--- config.mk ---
export PLATFORM = sky130hd
export DESIGN_NAME = mutf8_string_data_decoder
export DESIGN_NICKNAME = d
export VERILOG_FILES = /design/src/hw/rtl/mutf8_pkg.sv /design/src/hw/rtl/mutf8_in_stage.sv /design/src/hw/rtl/mutf8_core.sv /design/src/hw/rtl/mutf8_out_stage.sv /design/src/hw/rtl/mutf8_string_data_decoder.sv
export SDC_FILE = /design/constraint.sdc
export NUM_CORES = 1
export LEC_CHECK = 0
export BUFFER_PORTS_ARGS = -buffer_cell sky130_fd_sc_hd__buf_2
export CAP_MARGIN = 20
export CORE_MARGIN = 1.5
export CORE_UTILIZATION = 35
export CTS_BUF_LIST = sky130_fd_sc_hd__clkbuf_4
export DETAILED_ROUTE_END_ITERATION = 16
export GPL_TIMING_DRIVEN = 0
export PLACE_DENSITY = 0.53
export SLEW_MARGIN = 20
export SYNTH_ARGS = -nofsm -noshare
export SYNTH_HDL_FRONTEND = slang
export SYNTH_SLANG_ARGS = --single-unit
--- constraint.sdc ---
create_clock -name clock -period 16.1 [get_ports clock]
set_input_delay 3.22 -clock clock [delete_from_list [all_inputs] [get_ports clock]]
set_output_delay 3.22 -clock clock [all_outputs]
set_load 0.01 [all_outputs]
--- src/hw/rtl/mutf8_pkg.sv ---
// mutf8_pkg: shared types and constants for the modified utf-8 string decoder
// no dependencies; imported by every module of the block
package mutf8_pkg;

   // decoder phase
   typedef enum logic [2:0] {
      PH_IDLE   = 3'd0,
      PH_PREFIX = 3'd1,
      PH_LEAD   = 3'd2,
      PH_CONT   = 3'd3,
      PH_TERM   = 3'd4,
      PH_DONE   = 3'd5
   } phase_type;

   // result kinds
   localparam logic [1:0] KIND_UNIT     = 2'd0;
   localparam logic [1:0] KIND_COMPLETE = 2'd1;
   localparam logic [1:0] KIND_ERROR    = 2'd2;

   // error codes
   localparam logic [1:0] ERR_NONE      = 2'd0;
   localparam logic [1:0] ERR_MALFORMED = 2'd1;
   localparam logic [1:0] ERR_LIMIT     = 2'd2;

   // last prefix byte position (fifth byte)
   localparam logic [2:0] PREFIX_LAST_POS = 3'd4;

   // smallest values that need two or three bytes
   localparam logic [15:0] MIN_TWO_BYTE   = 16'h0080;
   localparam logic [15:0] MIN_THREE_BYTE = 16'h0800;

   typedef struct packed {
      logic [7:0] data_byte;
      logic       first_byte;
   } req_type;

   typedef struct packed {
      logic [15:0] code_unit;
      logic [1:0]  kind;
      logic [1:0]  error_code;
      logic [31:0] declared_count;
      logic        last;
   } rsp_type;

endpackage

--- src/hw/rtl/mutf8_in_stage.sv ---
// mutf8_in_stage: input register holding one accepted byte transfer
// depends on mutf8_pkg
module mutf8_in_stage
   import mutf8_pkg::*;
(
   input  logic    clock,
   input  logic    reset,
   input  logic    req_valid,
   output logic    req_ready,
   input  req_type req_data,
   input  logic    advance,
   output logic    item_valid,
   output req_type item
);

   logic    valid_ff, valid_in;
   req_type item_ff, item_in;

   assign req_ready = !valid_ff || advance;

   // load on transfer, drain when the item moves on
   always_comb begin
      valid_in = valid_ff;
      item_in  = item_ff;
      if (req_valid && req_ready) begin
         valid_in = 1'b1;
         item_in  = req_data;
      end else if (advance) begin
         valid_in = 1'b0;
      end
   end

   always_ff @(posedge clock) begin
      if (reset) begin
         valid_ff <= 1'b0;
      end else begin
         valid_ff <= valid_in;
      end
      item_ff <= item_in;
   end

   assign item_valid = valid_ff;
   assign item       = item_ff;

endmodule

--- src/hw/rtl/mutf8_core.sv ---
// mutf8_core: decoder state and per-byte decode logic
// depends on mutf8_pkg
module mutf8_core
   import mutf8_pkg::*;
(
   input  logic        clock,
   input  logic        reset,
   input  logic        fire,
   input  req_type     item,
   input  logic [31:0] max_units,
   output logic        res_valid,
   output rsp_type     res
);

   phase_type   phase_ff, phase_in;
   logic [2:0]  pos_ff, pos_in;
   logic [31:0] acc_ff, acc_in;
   logic [31:0] units_ff, units_in;
   logic [15:0] partial_ff, partial_in;
   logic [1:0]  cont_ff, cont_in;
   logic [1:0]  seq_ff, seq_in;

   // state as seen by this byte, after a possible restart
   phase_type   eff_phase;
   logic [2:0]  eff_pos;
   logic [31:0] eff_acc;
   logic [31:0] eff_units;
   logic [15:0] eff_partial;
   logic [1:0]  eff_cont;
   logic [1:0]  eff_seq;

   logic [7:0]  b;
   logic [31:0] shifted;
   logic [31:0] acc_new;
   logic [31:0] units_dec;
   logic [15:0] part_new;
   logic [1:0]  cont_dec;
   logic        overlong;

   assign b = item.data_byte;

   always_comb begin
      if (item.first_byte) begin
         eff_phase   = PH_PREFIX;
         eff_pos     = '0;
         eff_acc     = '0;
         eff_units   = '0;
         eff_partial = '0;
         eff_cont    = '0;
         eff_seq     = '0;
      end else begin
         eff_phase   = phase_ff;
         eff_pos     = pos_ff;
         eff_acc     = acc_ff;
         eff_units   = units_ff;
         eff_partial = partial_ff;
         eff_cont    = cont_ff;
         eff_seq     = seq_ff;
      end
   end

   // place the payload bits of a prefix byte: seven at positions 0 to 3, four at position 4
   always_comb begin
      case (eff_pos)
         3'd0:    shifted = {25'd0, b[6:0]};
         3'd1:    shifted = {18'd0, b[6:0], 7'd0};
         3'd2:    shifted = {11'd0, b[6:0], 14'd0};
         3'd3:    shifted = {4'd0, b[6:0], 21'd0};
         3'd4:    shifted = {b[3:0], 28'd0};
         default: shifted = '0;
      endcase
   end

   assign acc_new   = eff_acc | shifted;
   assign units_dec = eff_units - 32'd1;
   assign part_new  = {eff_partial[9:0], b[5:0]};
   assign cont_dec  = eff_cont - 2'd1;
   assign overlong  = (eff_seq == 2'd1 && part_new < MIN_TWO_BYTE && part_new != 16'd0) ||
                      (eff_seq == 2'd2 && part_new < MIN_THREE_BYTE);

   // next state and result for one byte
   always_comb begin
      phase_in   = phase_ff;
      pos_in     = pos_ff;
      acc_in     = acc_ff;
      units_in   = units_ff;
      partial_in = partial_ff;
      cont_in    = cont_ff;
      seq_in     = seq_ff;
      res_valid  = 1'b0;
      res        = '0;
      if (fire) begin
         phase_in   = eff_phase;
         pos_in     = eff_pos;
         acc_in     = eff_acc;
         units_in   = eff_units;
         partial_in = eff_partial;
         cont_in    = eff_cont;
         seq_in     = eff_seq;
         unique case (eff_phase)
            PH_PREFIX: begin
               if (eff_pos >= PREFIX_LAST_POS && b[7:4] != 4'd0) begin
                  phase_in       = PH_DONE;
                  res_valid      = 1'b1;
                  res.kind       = KIND_ERROR;
                  res.error_code = ERR_MALFORMED;
                  res.last       = 1'b1;
               end else if (!b[7] || eff_pos >= PREFIX_LAST_POS) begin
                  acc_in = acc_new;
                  if (acc_new > max_units) begin
                     phase_in       = PH_DONE;
                     res_valid      = 1'b1;
                     res.kind       = KIND_ERROR;
                     res.error_code = ERR_LIMIT;
                     res.last       = 1'b1;
                  end else begin
                     units_in = acc_new;
                     phase_in = (acc_new == 32'd0) ? PH_TERM : PH_LEAD;
                  end
               end else begin
                  acc_in = acc_new;
                  pos_in = eff_pos + 3'd1;
               end
            end
            PH_LEAD: begin
               if (b == 8'd0) begin
                  phase_in       = PH_DONE;
                  res_valid      = 1'b1;
                  res.kind       = KIND_ERROR;
                  res.error_code = ERR_MALFORMED;
                  res.last       = 1'b1;
               end else if (!b[7]) begin
                  units_in      = units_dec;
                  phase_in      = (units_dec == 32'd0) ? PH_TERM : PH_LEAD;
                  res_valid     = 1'b1;
                  res.kind      = KIND_UNIT;
                  res.code_unit = {8'd0, b};
               end else if (b[7:5] == 3'b110) begin
                  partial_in = {11'd0, b[4:0]};
                  cont_in    = 2'd1;
                  seq_in     = 2'd1;
                  phase_in   = PH_CONT;
               end else if (b[7:4] == 4'b1110) begin
                  partial_in = {12'd0, b[3:0]};
                  cont_in    = 2'd2;
                  seq_in     = 2'd2;
                  phase_in   = PH_CONT;
               end else begin
                  phase_in       = PH_DONE;
                  res_valid      = 1'b1;
                  res.kind       = KIND_ERROR;
                  res.error_code = ERR_MALFORMED;
                  res.last       = 1'b1;
               end
            end
            PH_CONT: begin
               if (b[7:6] != 2'b10) begin
                  phase_in       = PH_DONE;
                  res_valid      = 1'b1;
                  res.kind       = KIND_ERROR;
                  res.error_code = ERR_MALFORMED;
                  res.last       = 1'b1;
               end else begin
                  partial_in = part_new;
                  cont_in    = cont_dec;
                  if (cont_dec != 2'd0) begin
                     phase_in = PH_CONT;
                  end else if (overlong) begin
                     phase_in       = PH_DONE;
                     res_valid      = 1'b1;
                     res.kind       = KIND_ERROR;
                     res.error_code = ERR_MALFORMED;
                     res.last       = 1'b1;
                  end else begin
                     units_in      = units_dec;
                     phase_in      = (units_dec == 32'd0) ? PH_TERM : PH_LEAD;
                     res_valid     = 1'b1;
                     res.kind      = KIND_UNIT;
                     res.code_unit = part_new;
                  end
               end
            end
            PH_TERM: begin
               phase_in  = PH_DONE;
               res_valid = 1'b1;
               res.last  = 1'b1;
               if (b != 8'd0) begin
                  res.kind       = KIND_ERROR;
                  res.error_code = ERR_MALFORMED;
               end else begin
                  res.kind           = KIND_COMPLETE;
                  res.declared_count = eff_acc;
               end
            end
            default: begin
               // idle or finished: byte without a record is dropped
            end
         endcase
      end
   end

   always_ff @(posedge clock) begin
      if (reset) begin
         phase_ff   <= PH_IDLE;
         pos_ff     <= '0;
         acc_ff     <= '0;
         units_ff   <= '0;
         partial_ff <= '0;
         cont_ff    <= '0;
         seq_ff     <= '0;
      end else begin
         phase_ff   <= phase_in;
         pos_ff     <= pos_in;
         acc_ff     <= acc_in;
         units_ff   <= units_in;
         partial_ff <= partial_in;
         cont_ff    <= cont_in;
         seq_ff     <= seq_in;
      end
   end

endmodule

--- src/hw/rtl/mutf8_out_stage.sv ---
// mutf8_out_stage: result register toward the rsp channel
// depends on mutf8_pkg
module mutf8_out_stage
   import mutf8_pkg::*;
(
   input  logic    clock,
   input  logic    reset,
   input  logic    load,
   input  rsp_type res,
   output logic    free,
   output logic    rsp_valid,
   input  logic    rsp_ready,
   output rsp_type rsp_data
);

   logic    valid_ff, valid_in;
   rsp_type data_ff, data_in;

   // slot is free when empty or being drained this cycle
   assign free = !valid_ff || rsp_ready;

   always_comb begin
      valid_in = valid_ff;
      data_in  = data_ff;
      if (load) begin
         valid_in = 1'b1;
         data_in  = res;
      end else if (rsp_ready) begin
         valid_in = 1'b0;
      end
   end

   always_ff @(posedge clock) begin
      if (reset) begin
         valid_ff <= 1'b0;
      end else begin
         valid_ff <= valid_in;
      end
      data_ff <= data_in;
   end

   assign rsp_valid = valid_ff;
   assign rsp_data  = data_ff;

endmodule

--- src/hw/rtl/mutf8_string_data_decoder.sv ---
// Modified UTF-8 string record decoder, one byte per req transfer.
// An accepted byte waits in the input register, passes the decode logic and is
// registered in the result register, from which it shows on rsp.
// Throughput: one byte per cycle; a byte advances when the result register is free.
// Reset (synchronous): decoder idle, pipeline empty, max_units all ones.
// Depends on mutf8_pkg, mutf8_in_stage, mutf8_core, mutf8_out_stage.
module mutf8_string_data_decoder
   import mutf8_pkg::*;
(
   input  logic        clock,
   input  logic        reset,
   input  logic        req_valid,
   output logic        req_ready,
   input  req_type     req_data,
   output logic        rsp_valid,
   input  logic        rsp_ready,
   output rsp_type     rsp_data,
   input  logic        csr_valid,
   output logic        csr_ready,
   input  logic [31:0] csr_data
);

   logic [31:0] max_units_ff, max_units_in;
   logic        item_valid;
   req_type     item;
   logic        free;
   logic        advance;
   logic        res_valid;
   rsp_type     res;

   // configuration register
   assign csr_ready    = 1'b1;
   assign max_units_in = (csr_valid && csr_ready) ? csr_data : max_units_ff;

   always_ff @(posedge clock) begin
      if (reset) begin
         max_units_ff <= '1;
      end else begin
         max_units_ff <= max_units_in;
      end
   end

   // a byte moves from the input register into decode when the result slot is free
   assign advance = item_valid && free;

   mutf8_in_stage u_in (
      .clock      (clock),
      .reset      (reset),
      .req_valid  (req_valid),
      .req_ready  (req_ready),
      .req_data   (req_data),
      .advance    (advance),
      .item_valid (item_valid),
      .item       (item)
   );

   mutf8_core u_core (
      .clock     (clock),
      .reset     (reset),
      .fire      (advance),
      .item      (item),
      .max_units (max_units_ff),
      .res_valid (res_valid),
      .res       (res)
   );

   mutf8_out_stage u_out (
      .clock     (clock),
      .reset     (reset),
      .load      (res_valid),
      .res       (res),
      .free      (free),
      .rsp_valid (rsp_valid),
      .rsp_ready (rsp_ready),
      .rsp_data  (rsp_data)
   );

endmodule

## Word level (Yosys, flattened, before mapping)

Index checks and enable logic that the tools add are counted.

| storage, ports and cells | value |
|---|---|
| bits in registers | 186 |
| input port bits | 46 |
| output and inout port bits | 56 |

| operators by class | value |
|---|---|
| $add $sub $neg | 3 |
| $lt $le $gt $ge | 4 |
| eq/ne operators | 13 |
| muxes and demuxes | 93 |
| bitwise logic cells | 3 |
| reduce and logical (&&, ||, !) cells | 24 |

Operator list:

| operator | count |
|---|---|
| 32-bit 2-to-1 mux | 12 |
| 32-bit case mux with 5 select lines | 1 |
| 16-bit 2-to-1 mux | 9 |
| 32-bit case mux with 3 select lines | 1 |
| 32-bit zero test | 2 |
| 16-bit case mux with 2 select lines | 2 |
| 3-bit 2-to-1 mux | 17 |
| 32-bit greater-than comparator | 1 |
| 2-bit 2-to-1 mux | 16 |
| 32-bit bitwise OR | 1 |
| 32-bit by 1-bit subtractor with 32-bit output, second input constant | 1 |
| 4-bit 2-to-1 mux | 7 |
| 1-bit 2-to-1 mux | 21 |
| 20-bit 2-to-1 mux | 1 |
| 16-bit by 12-bit less-than comparator with 1-bit output, second input constant | 1 |
| 16-bit by 8-bit less-than comparator with 1-bit output, second input constant | 1 |
| 4-bit case mux with 4 select lines | 1 |
| 16-bit nonzero test | 1 |
| 3-bit by 2-bit equality test with 1-bit output, second input constant | 4 |
| 3-bit case mux with 4 select lines | 1 |
| 3-bit equality test, second input constant | 3 |
| 8-bit zero test | 1 |
| 1-bit case mux with 4 select lines | 2 |
| 8-bit nonzero test | 1 |
| 18 further kinds | 32 |

## Longest topological paths before layout

| depth | value |
|---|---|
| word-level depth | 11 |
| gate-level depth with buffers | 23 |

## Cells and area by module

Synthesis repeated with hierarchy kept, for this count alone.

| unflattened totals | value |
|---|---|
| cells, all modules | 1235 |
| area, all modules | 10815.4 um^2 |

By module, submodules not included:

| module | times used | cells an instance | area an instance (um^2) | sequential area each (um^2) |
|---|---|---|---|---|
| mutf8_core | 1 | 1055 | 7634.8 | 1681.6 |
| mutf8_out_stage | 1 | 57 | 1637.8 | 1611.5 |
| mutf8_string_data_decoder | 1 | 109 | 1217.4 | 640.6 |
| mutf8_in_stage | 1 | 14 | 325.3 | 290.3 |

## Worst setup path before layout

No wires, ideal clock.

| path | value |
|---|---|
| path type | in2reg |
| from | input rsp_ready |
| to | register u_out.data_ff (netlist bit u_out.rsp_data[0]), enable pin |
| arrival time | 6911 ps |
| required time | 15619 ps |
| path slack | 8708 ps |
| stages | 6 |
| buffers on the path | 2 |
| cells stage by stage | nand2b_1 > and2_1 > clkbuf_1 > clkbuf_1 > o21ai_0 > a21oi_1 |

| between the ends | value |
|---|---|
| cells in the longest elaborated chain, start to end | 3 |

Ends and longest elaborated chain:

| what | RTL line | RTL |
|---|---|---|
| start, declared | mutf8_string_data_decoder.sv:16 | `input logic rsp_ready,` |
| 1-bit logical OR | mutf8_out_stage.sv:20 | `assign free = !valid_ff \|\| rsp_ready;` |
| 1-bit logical AND | mutf8_string_data_decoder.sv:44 | `assign advance = item_valid && free;` |
| 1-bit 2-to-1 mux | mutf8_core.sv:92 | `if (fire) begin` |
| via res_valid | mutf8_string_data_decoder.sv:28 | `logic res_valid;` |
| end signal, assigned | mutf8_out_stage.sv:39 | `data_ff <= data_in;` |
| end, declared | mutf8_out_stage.sv:17 | `rsp_type data_ff, data_in;` |

The timed path passes the listed nets, and every way through them passes these cells.
A chain may end at the register's enable or synchronous reset.

## Worst setup path after layout

| path | value |
|---|---|
| from | register u_in.item_ff (netlist bit u_in.item[0]) |
| to | register u_out.data_ff (netlist bit u_out.rsp_data[18]), enable pin |

| between the ends | value |
|---|---|
| cells in the longest elaborated chain, start to end | 10 |
| elaborated cells between the ends (all ways) | 28 |
| classes of those cells | add/sub: 1; order compare: 2; eq/ne: 8; mux: 12; bitwise: 1; reduce/logical: 4 |

Ends and longest elaborated chain:

| what | RTL line | RTL |
|---|---|---|
| start, declared | mutf8_in_stage.sv:17 | `req_type item_ff, item_in;` |
| start signal, assigned | mutf8_in_stage.sv:39 | `item_ff <= item_in;` |
| 3-bit 2-to-1 mux | mutf8_core.sv:43 | `if (item.first_byte) begin` |
| 3-bit equality test, or another cell as far along | mutf8_core.sv:64 | `case (eff_pos)` |
| 32-bit case mux with 5 select lines | mutf8_core.sv:64 |  |
| 32-bit bitwise OR | mutf8_core.sv:74 | `assign acc_new = eff_acc \| shifted;` |
| 32-bit greater-than comparator | mutf8_core.sv:110 | `if (acc_new > max_units) begin` |
| 1-bit 2-to-1 mux | mutf8_core.sv:110 |  |
| 1-bit 2-to-1 mux | mutf8_core.sv:108 | `end else if (!b[7] \|\| eff_pos >= PREFIX_LAST_POS) begin` |
| 1-bit 2-to-1 mux | mutf8_core.sv:102 | `if (eff_pos >= PREFIX_LAST_POS && b[7:4] != 4'd0) begin` |
| 1-bit case mux with 4 select lines (*) | mutf8_core.sv:100 | `unique case (eff_phase)` |
| 1-bit 2-to-1 mux (*) | mutf8_core.sv:92 |  |
| via res_valid | mutf8_string_data_decoder.sv:28 |  |

The timed path passes the listed nets; every way through them passes the cells marked *.

==> results.tsv <==
stage	metric	value	unit
routing	routed_wirelength	41400	um
floorplanning	core	29600	sq um
clock_network	post-cts-setup-buffers	0	
timing	hold_violations	0	
place	portBuffers	99	
timing	rsz0062_at_grt	false	
yosys	synth.top_cells.by_count	dfxtp_1, nand2_1, nor2_1	
yosys	synth_seq_area_share	40.2	%
clock_network	clk_pin_slew_worst_paths	0.17	ns
yosys	syn_area_per_cell	8.50	sq um
yosys	synth_top_area_cell	dfxtp_1	
yosys	netlist_area	10500	sq um
clock_network	h-tree-depth	4	
setup_path	cp-end-kind	register	
global_route	grtUsageTotal	26.8	%
setup_path	cp_max_fo	25	
place	routabilityCongestion	0.957	
final_layout	layout-drive-gt1-share	12.6	%
timing	slew_headroom	30.1	%
clock_network	cts_tree	yes	
timing	maxClockFrequency	122	MHz
setup_path	setup.worst_path.start_class	register	
timing	tns	0	ns
clock_network	cts.repair.resized	0	
final_layout	final_nets	1443	
setup_path	worst_ep_arrival_time	8.58	ns
power	p_per_area	73.2	nW/um^2
flow_run	cap_violations	0	
global_route	grt_pass1_wl	61500	um
timing	skew	0.0433	ns
clock_network	clkLatencyLatePin	0.62	ns
setup_path	cp_common_cell	clkbuf_1	
global_route	grt_max_degree	26	
timing	worst_slack	7.89	ns
clock_network	cts_max_path_buffers	2	
global_route	grt_pass1_vias	9894	
floorplanning	die_h	176	um
clock_network	numCtsBuffers	17	
setup_path	cp.required	16.47	ns
yosys	synth_cells	1237	
power	ir_worst_vdd	38.2	uV
floorplanning	initial_utilization	35.5	%
routing	dr.pass1.iters	8	
yosys	synth_seq_cells	180	
hold_path	hp-class	reg -> reg	
floorplanning	dieArea	31100	sq um
global_route	grt_overflow	0	
timing	setup_viol	0	
routing	route.detailed.drc	0	
setup_path	slowest_delay	0.86	ns
setup_path	slowest_stage	a32oi_1	
setup_path	setup.worst_path.class	reg -> reg	
timing	tightestPinTransition	1.04	ns
yosys	syn-num-nets	1323	
routing	num_vias	10533	
final_layout	final_util	39.9	%
power	p_leak	4.68	nW
global_route	antenna_found_initial	3	
yosys	ys_warn_count	0	
timing	drv_slew	0	
timing	period_needed	8.21	ns
yosys	yosysMostFrequentCell	dfxtp_1	
final_layout	areaGrowthSynthToFinish	12.5	%
clock_network	root_buffer	clkbuf_4	
yosys	synth_edf_count	62	
routing	wl_per_cell	23.5	um
place	dpl.hpwl	31200	um
routing	ant_nets	0	
floorplanning	die_w	176	um
floorplanning	ios	102	
place	dp_slack	8.17	ns
timing	fin_crit_sh	51.0	%
yosys	synth.distinct_cells	84	
routing	via_per_inst	5.98	
setup_path	worstPathCellList	clkbuf_1 -> inv_2 -> buf_1 -> clkbuf_1 -> clkbuf_1 -> nand2_1 -> ha_1 -> clkbuf_1 -> a32oi_1 -> inv_1 -> ha_1 -> nand2_1 -> nor2_1 -> a2111oi_0 -> a221oi_1 -> o31ai_4 -> a21oi_1 -> a221oi_1 -> a21oi_4 -> buf_16 -> buf_16	
yosys	async_flop_share	0	%
clock_network	cts.sinks	180	
outcome	status	finished, final reports clean	
yosys	synth_top_area_share	22.5	%
yosys	yosys-top-cells-area	dfxtp_1, edfxtp_1, ha_1	
clock_network	hold_buffers	0	
floorplanning	row_count	63	
yosys	synth_top_flop_cell	dfxtp_1	
routing	drt_iter0_drc	1214	
==> flip-flops by register name, indices dropped and copies added, names as in the netlist <==
| signal | count |
|---|---|
| u_out.rsp_data | 53 |
| max_units_ff | 32 |
| u_core.acc_ff | 32 |
| u_core.units_ff | 32 |
| u_core.partial_ff | 10 |
| u_in.item | 9 |
| u_core.phase_ff | 3 |
| u_core.pos_ff | 3 |
| u_core.cont_ff | 2 |
| u_core.seq_ff | 2 |
| u_in.item_valid | 1 |
| u_out.rsp_valid | 1 |
==> routing by layer <==
layer | share of wire (%) | vias to the layer above | global-route usage [%]
met4 | 4.8 | 0 | 13.2
li1 | - | 4864 | -
met2 | 43 | 516 | 40.2
met3 | 8.8 | 126 | 7.08
met1 | 43 | 5027 | 35.5
met5 | 0 | - | 0
==> critical path: cells and delay by family (launching register included) <==
family,cells,cell delay [ns]
buffers and inverters,9,3.28
DFF,1,0.38
AOI/OAI and AO/OA,7,3.29
and+or+nand+nor,3,0.34
adders and majority gates,2,0.64
==> path summary, 6_finish.rpt <==
kind | start | end | slack (ns) | cells past startpoint
worst max-delay path | u_in.item[0] | u_out.rsp_data[18] | 7.89 | 21
worst min-delay path | u_core.pos_ff[1] | u_core.pos_ff[1] | 0.48 | 2
worst max register to register | u_in.item[0] | u_out.rsp_data[18] | 7.89 | 21
worst min register to register | u_core.pos_ff[1] | u_core.pos_ff[1] | 0.48 | 2
==> placed cells by master, fill, tap and decap left out, types with 26 or more instances in the layout <==
| cell type | count |
|---|---|
| dfxtp_1 | 118 |
| nor2_1 | 111 |
| and2_1 | 38 |
| nor4_1 | 26 |
| nand2_1 | 116 |
| clkbuf_1 | 82 |
| o211ai_1 | 42 |
| ha_1 | 40 |
| buf_2 | 107 |
| a21oi_1 | 64 |
| inv_1 | 77 |
| o21ai_0 | 59 |
| nor3_1 | 26 |
| a22oi_1 | 49 |
| edfxtp_1 | 62 |
==> area by class of cell <==
type                            count  area [sq um]
Timing Repair Buffer              101           551
Buffer                            101           415
Antenna cell                        1          2.50
Clock buffer                       17           128
Inverter                           79           297
Fill cell                        3150         17800
Tap cell                          390           488
Clock inverter                     15           128
Sequential cell                   180          4220
Multi-Input combinational cell    877          5600
==> power breakdown <==
part	internal, mW	leakage, nW	switching (mW)
sequential	0.478	1.56	0.00498
combinational	0.0392	2.98	0.0946
clock	0.0661	0.140	0.184
==> metrics by stage <==
stage               power (mW)  hold WS [ns]  cells  cell area (sq um)
floorplan                0.573         0.432   1237              10500
global placement         0.621         0.441   1726              11500
detailed placement       0.622         0.454   1728              11600
CTS                      0.869         0.475   1760              11800
global route             0.899         0.503   1761              11800
finish                   0.866         0.475   1761              11800
==> logic make-up (layout without fill, tap and decap cells) <==
kind of cell | Yosys count | after routing | synth area share (%)
fa+ha+maj | 40 | 40 | 4.76
buf+inv | 180 | 313 | 6.77
mux | 5 | 5 | 0.488
other cells | 1 | 2 | 0.0357
xor+xnor | 15 | 15 | 1.25
compound gates | 379 | 379 | 25.4
simple gates | 437 | 437 | 21.1
flops | 180 | 180 | 40.2
Power figures use the tool's default switching activity.
